--- src/design/cdre_pkg.sv ---
`timescale 1ns / 1ps
package cdre_pkg;
    localparam int CrcW = 32;
    localparam int LenW = 17;
    localparam int BlkW = 32;
    localparam int BytW = 48;
    localparam int LimW = 10;

    localparam logic [1:0] REQ_RECORD = 2'd0;
    localparam logic [1:0] REQ_END    = 2'd1;
    localparam logic [1:0] REQ_START  = 2'd2;

    localparam logic [2:0] ST_OUTSIDE = 3'd0;
    localparam logic [2:0] ST_HIT     = 3'd1;
    localparam logic [2:0] ST_NEW     = 3'd2;
    localparam logic [2:0] ST_DROP    = 3'd3;
    localparam logic [2:0] ST_CTRL    = 3'd4;

    localparam logic [BytW-1:0] MAX48 = {BytW{1'b1}};
    localparam logic [BlkW-1:0] MAX32 = {BlkW{1'b1}};

    typedef enum logic [3:0] {
        S_IDLE, S_CLEAR, S_EVICT, S_LOOK, S_FILL, S_SUM, S_DIV, S_ACC, S_OUT, S_WIPE
    } state_t;

    // controller commands into datapath
    typedef struct packed {
        logic latch;      // capture input item
        logic clr_tot;    // clear totals and window
        logic shrink;     // move window end halfway toward start
        logic scan_rst;   // restart scan index
        logic scan_inc;   // step scan index
        logic evict;      // evict entry read last cycle if at or above end
        logic look;       // compare at scan index
        logic hit_upd;    // update hit entry
        logic fill;       // write new entry at free slot
        logic clr_step;   // clear entry count
        logic wipe;       // clear valid bit at scan index
        logic unset;      // clear valid bit of entry read last cycle
        logic div_start;  // start divide for scan entry
        logic acc;        // accumulate into totals
        logic pass_end;   // move window, set more flag
        logic [2:0] status;
        logic shrunk;
        logic out_load;   // load output register
    } cmd_t;

    // datapath status into controller
    typedef struct packed {
        logic outside;
        logic over_limit;
        logic scan_last;
        logic idx_last;   // scan index at last entry
        logic match;      // current entry matches crc
        logic any_free;
        logic div_done;
        logic valid_ent;  // scan entry valid and blocks nonzero
        logic [1:0] req;
    } stat_t;
endpackage

--- src/design/cdre_ctrl.sv ---
`timescale 1ns / 1ps
module cdre_ctrl (
    input  logic            clk,
    input  logic            rst_n,
    input  logic            in_valid,
    output logic            in_ready,
    output logic            out_valid,
    input  logic            out_ready,
    input  cdre_pkg::stat_t stat,
    output cdre_pkg::cmd_t  cmd
);
    import cdre_pkg::*;

    state_t state_reg, state_next;
    logic   ov_reg, ov_next;
    logic   shr_reg, shr_next;
    logic   prim_reg, prim_next;  // read pipeline primed
    logic   hit_reg, hit_next;
    logic [2:0] st_reg, st_next;

    // clearing pass over the valid bits follows reset
    always_ff @(posedge clk or negedge rst_n)
    begin
        if (!rst_n)
        begin
            state_reg <= S_WIPE; ov_reg <= 1'b0; shr_reg <= 1'b0;
            prim_reg <= 1'b0; hit_reg <= 1'b0; st_reg <= ST_CTRL;
        end
        else
        begin
            state_reg <= state_next; ov_reg <= ov_next; shr_reg <= shr_next;
            prim_reg <= prim_next; hit_reg <= hit_next; st_reg <= st_next;
        end
    end

    assign out_valid = ov_reg;

    always_comb
    begin
        state_next = state_reg; ov_next = ov_reg; shr_next = shr_reg;
        prim_next = prim_reg; hit_next = hit_reg; st_next = st_reg;
        cmd = '0;
        in_ready = 1'b0;
        if (ov_reg && out_ready)
            ov_next = 1'b0;
        unique case (state_reg)
            S_IDLE:
            begin
                in_ready = !ov_reg || out_ready;
                if (in_valid && in_ready)
                begin
                    cmd.latch = 1'b1; shr_next = 1'b0; hit_next = 1'b0;
                    state_next = S_CLEAR;
                end
            end
            // decode the transaction
            S_CLEAR:
            begin
                cmd.scan_rst = 1'b1; prim_next = 1'b0;
                unique case (stat.req)
                    REQ_RECORD:
                    begin
                        if (stat.outside)
                        begin
                            st_next = ST_OUTSIDE; state_next = S_OUT;
                        end
                        else if (stat.over_limit)
                        begin
                            cmd.shrink = 1'b1; shr_next = 1'b1; state_next = S_EVICT;
                        end
                        else
                            state_next = S_LOOK;
                    end
                    REQ_END:
                    begin
                        st_next = ST_CTRL; state_next = S_SUM;
                    end
                    REQ_START:
                    begin
                        cmd.clr_tot = 1'b1; cmd.clr_step = 1'b1;
                        st_next = ST_CTRL; state_next = S_WIPE;
                    end
                    default:
                    begin
                        st_next = ST_CTRL; state_next = S_OUT;
                    end
                endcase
            end
            // clear every valid bit; after reset req is a record, so go idle
            S_WIPE:
            begin
                cmd.wipe = 1'b1; cmd.scan_inc = 1'b1;
                if (stat.idx_last)
                    state_next = (stat.req == REQ_START) ? S_OUT : S_IDLE;
            end
            S_EVICT:
            begin
                cmd.scan_inc = 1'b1;
                if (prim_reg)
                begin
                    cmd.evict = 1'b1;
                    if (stat.scan_last)
                    begin
                        cmd.scan_rst = 1'b1; prim_next = 1'b0; state_next = S_LOOK;
                    end
                end
                else
                    prim_next = 1'b1;
            end
            S_LOOK:
            begin
                cmd.scan_inc = 1'b1;
                if (prim_reg)
                begin
                    cmd.look = 1'b1;
                    if (stat.match)
                    begin
                        hit_next = 1'b1; prim_next = 1'b0; state_next = S_FILL;
                    end
                    else if (stat.scan_last)
                    begin
                        prim_next = 1'b0;
                        if (stat.any_free)
                            state_next = S_FILL;
                        else
                        begin
                            st_next = ST_DROP; state_next = S_OUT;
                        end
                    end
                end
                else
                    prim_next = 1'b1;
            end
            // hit needs a read of the hit entry then write
            S_FILL:
            begin
                if (hit_reg)
                begin
                    cmd.hit_upd = 1'b1;
                    if (prim_reg)
                    begin
                        st_next = ST_HIT; state_next = S_OUT;
                    end
                    else
                        prim_next = 1'b1;
                end
                else
                begin
                    cmd.fill = 1'b1; st_next = ST_NEW; state_next = S_OUT;
                end
            end
            // entries are cleared one by one as the sum scan leaves them
            S_SUM:
            begin
                if (prim_reg)
                begin
                    if (stat.valid_ent)
                    begin
                        cmd.div_start = 1'b1; state_next = S_DIV;
                    end
                    else if (stat.scan_last)
                    begin
                        cmd.unset = 1'b1; cmd.clr_step = 1'b1; cmd.pass_end = 1'b1;
                        state_next = S_OUT;
                    end
                    else
                    begin
                        cmd.unset = 1'b1; cmd.scan_inc = 1'b1; prim_next = 1'b0;
                    end
                end
                else
                    prim_next = 1'b1;
            end
            S_DIV:
            begin
                if (stat.div_done)
                    state_next = S_ACC;
            end
            S_ACC:
            begin
                cmd.acc = 1'b1; cmd.unset = 1'b1;
                if (stat.scan_last)
                begin
                    cmd.clr_step = 1'b1; cmd.pass_end = 1'b1; state_next = S_OUT;
                end
                else
                begin
                    cmd.scan_inc = 1'b1; prim_next = 1'b0; state_next = S_SUM;
                end
            end
            S_OUT:
            begin
                if (!ov_reg)
                begin
                    cmd.out_load = 1'b1; cmd.status = st_reg; cmd.shrunk = shr_reg;
                    ov_next = 1'b1; state_next = S_IDLE;
                end
            end
            default: state_next = S_IDLE;
        endcase
    end
endmodule

--- config.mk ---
export PLATFORM = sky130hd
export DESIGN_NAME = cdre_ctrl
export DESIGN_NICKNAME = d
export VERILOG_FILES = /design/src/design/cdre_pkg.sv /design/src/design/cdre_ctrl.sv
export SDC_FILE = /design/constraint.sdc
export NUM_CORES = 1
export LEC_CHECK = 0
export ABC_AREA = 1
export BUFFER_PORTS_ARGS = -buffer_cell sky130_fd_sc_hd__buf_2
export CAP_MARGIN = 20
export CORE_AREA = 2 2 50 52
export DETAILED_ROUTE_END_ITERATION = 10
export DIE_AREA = 0 0 52 54
export MAX_ROUTING_LAYER = met4
export PLACE_DENSITY = 0.82
export SLEW_MARGIN = 10
export SYNTH_ARGS = -nofsm -noshare
export SYNTH_HDL_FRONTEND = slang
export SYNTH_SLANG_ARGS = --single-unit
--- constraint.sdc ---
create_clock -name clk -period 4 [get_ports clk]
set_clock_uncertainty 0.1 [all_clocks]
set_input_delay 0.6 -clock clk [delete_from_list [all_inputs] [get_ports clk]]
set_output_delay 0.6 -clock clk [all_outputs]
set_load 0.02 [all_outputs]
==> results.cfg <==
[status]
outcome = finished clean

[pwr]
power_density_mw_per_mm2 = 525
sw_frac_of_total_pct = 54.8
p_sw_uw = 411
clock_power_share_pct = 10.3
p_int_uw = 339
peakVddDrop_mv = 0.331
p_leak_nw = 0.864
p_seq_share_pct = 27.2
power_frac_comb_pct = 62.4

[grt]
antenna_found_initial = 0
grt_max_degree = 12
gr-total-overflow = 0
grt_usage_pct = 25.4
grt_pass1_wl_microns = 5050
grt_pass1_vias = 1130

[yosys]
avgSynthCellArea_sq_um = 5.90
synth_compound_gate_area_share_pct = 8.92
synth-xor-area-share_pct = 0
ys_ff_latch = 11
synthCells = 202
synth-adder-area-share_pct = 4.20
synth_cell_types = 26
yosys.area_share.simple_pct = 53.4
synth_top_family_by_area = simple AND/OR/NAND/NOR gates
syn-num-nets = 220
synth_warnings = 0
synthMuxAreaShare_pct = 0
synth_area_sq_mm = 0.00119
ys_seq_area_share_pct = 23.4

[setup_path]
start_kind = flop
cp-end-kind = output pin
required_ps = 3300
ff2ff_setup_slack_ps = 2280
worst-endpoint-arrival_ps = 1750
path_class = flop to output pin
crit_path_max_fanout = 4

[clock_network]
postCtsSetupRepairBufs = 0
cts_made_buffers = 3
cts-root-buf = clkbuf_4
cts_tree = built
htreeDepth = 1
path_clk_slew_ps = 80
cts.sinks = 11
clockBufferDepth = 2
clkLatencyLatePin_ps = 280
cts_resized = 0
cts_hold_buffers = 0

[timing]
relSlewSlack_pct = 75.5
setup_viol = 0
tns_ps = 0
fin_crit_ps = 2450
slew_viol_final = 0
hold_viol = 0
timing.fmax_mhz = 409
worst_slew_pin_slew_ps = 365
finalCritPeriodShare_pct = 61.2
rsz0062_at_grt = false

[finish]
nets = 259
final.fill_count = 252
final_common_cell = nand2_1
largest_register_ffs = 4
final_cell_mix = nand2_1 (64), buf_2 (35), nor2_1 (31)
instances_no_fill = 270
diodes = 0
drive_gt1_share_pct = 28.3
areaGrowthSynthToFinish_pct = 19.8

[route]
first_iter_violations = 38
first_pass_iters = 5
drc = 0
dr_total_vias = 1369
vias_per_cell = 5.07
ant_nets = 0
wl_per_cell_microns = 11.6
wirelength_microns = 3130

[run]
maxCapViolCount = 0

[place]
gp_congestion = 0.975
io_buffer_count = 35
hpwl_microns = 2570
post-place-cells = 266

[floorplanning]
start_util_pct = 51.4
dieArea_sq_mm = 0.00281
ioPinCount = 36
rows = 18
die_x_microns = 52
coreArea_sq_mm = 0.00232
die_h_microns = 54

[hold_path]
hold_path_class = input pin to asynchronous set/reset pin
==> Yosys cell counts (all sizes together) <==
cell type	instances	area share, %
nand2	71	24
nand3b	1	0.63
o21ai	11	4.6
inv	31	9.8
nand4	2	1.0
a31o	1	0.73
o211ai	1	0.63
ha	4	4.2
nor3	2	0.84
nor2	40	17
dfrtp	8	17
o31ai	1	0.63
dfstp	3	6.6
or2	1	0.52
clkbuf	1	0.31
a21oi	4	1.7
nand3	19	8.8
o21bai	1	0.63
==> power by group through the flow <==
stage	clock network (mW)	registers [mW]	logic, mW
after floorplan	0	0.195	0.349
after global placement	0	0.205	0.463
after detailed placement	0	0.205	0.463
after CTS	0.0775	0.203	0.466
after global routing	0.0835	0.210	0.524
final	0.0775	0.204	0.468
==> layout make-up <==
class | count | area (sq um) | share of cell area, %
multi-input combinational | 159 | 793 | 55.5
inverter | 31 | 116 | 8.14
clock inverter | 1 | 5.00 | 0.350
sequential | 11 | 279 | 19.5
clock buffer | 3 | 22.5 | 1.58
tap | 30 | 37.5 | 2.63
timing repair buffer | 35 | 175 | 12.3
==> metrics by stage <==
step	total power, mW	hold slack (ps)	instance area (sq um)	util [%]	worst slack [ps]
after global placement	0.668	374	1400	60.4	1700
after global routing	0.818	81.5	1430	61.6	1480
after detailed placement	0.668	380	1400	60.4	1630
after floorplan	0.544	204	1190	-	1700
final	0.750	69.7	1430	61.6	1550
after CTS	0.746	83.4	1430	61.6	1560
==> cells by family (layout without fill, tap and decap cells) <==
family | Yosys count | in the layout
simple gates | 136 | 136
compound gates | 19 | 19
fa+ha+maj | 4 | 4
buf+inv | 32 | 70
flops | 11 | 11
==> metal layers <==
layer	vias to the layer above	GRT usage, %	wire, microns
met5	-	-	0
met4	0	12.3	84
li1	709	-	-
met3	9	2.50	174
met2	49	42.2	1460
met1	602	31.0	1420
==> final timing paths <==
check | startpoint | to | cells after the start
max in group asynchronous | rst_n | state_reg[0] | 1
worst max register to register | state_reg[3] | state_reg[2] | 7
worst min-delay path | rst_n | shr_reg | 1
worst min register to register | st_reg[2] | st_reg[2] | 2
min in group clk | st_reg[2] | st_reg[2] | 2
worst max-delay path | state_reg[3] | cmd[10] | 7
==> worst max-delay path, stage by stage, from the launching register on <==
cell	delay [ps]
dfstp_2	580
inv_2	80
nand2_4	130
nor2_4	60
nand2_1	100
o21ai_1	90
or2_2	270
buf_2	160
No activity file was read; power rests on OpenSTA's default activity.
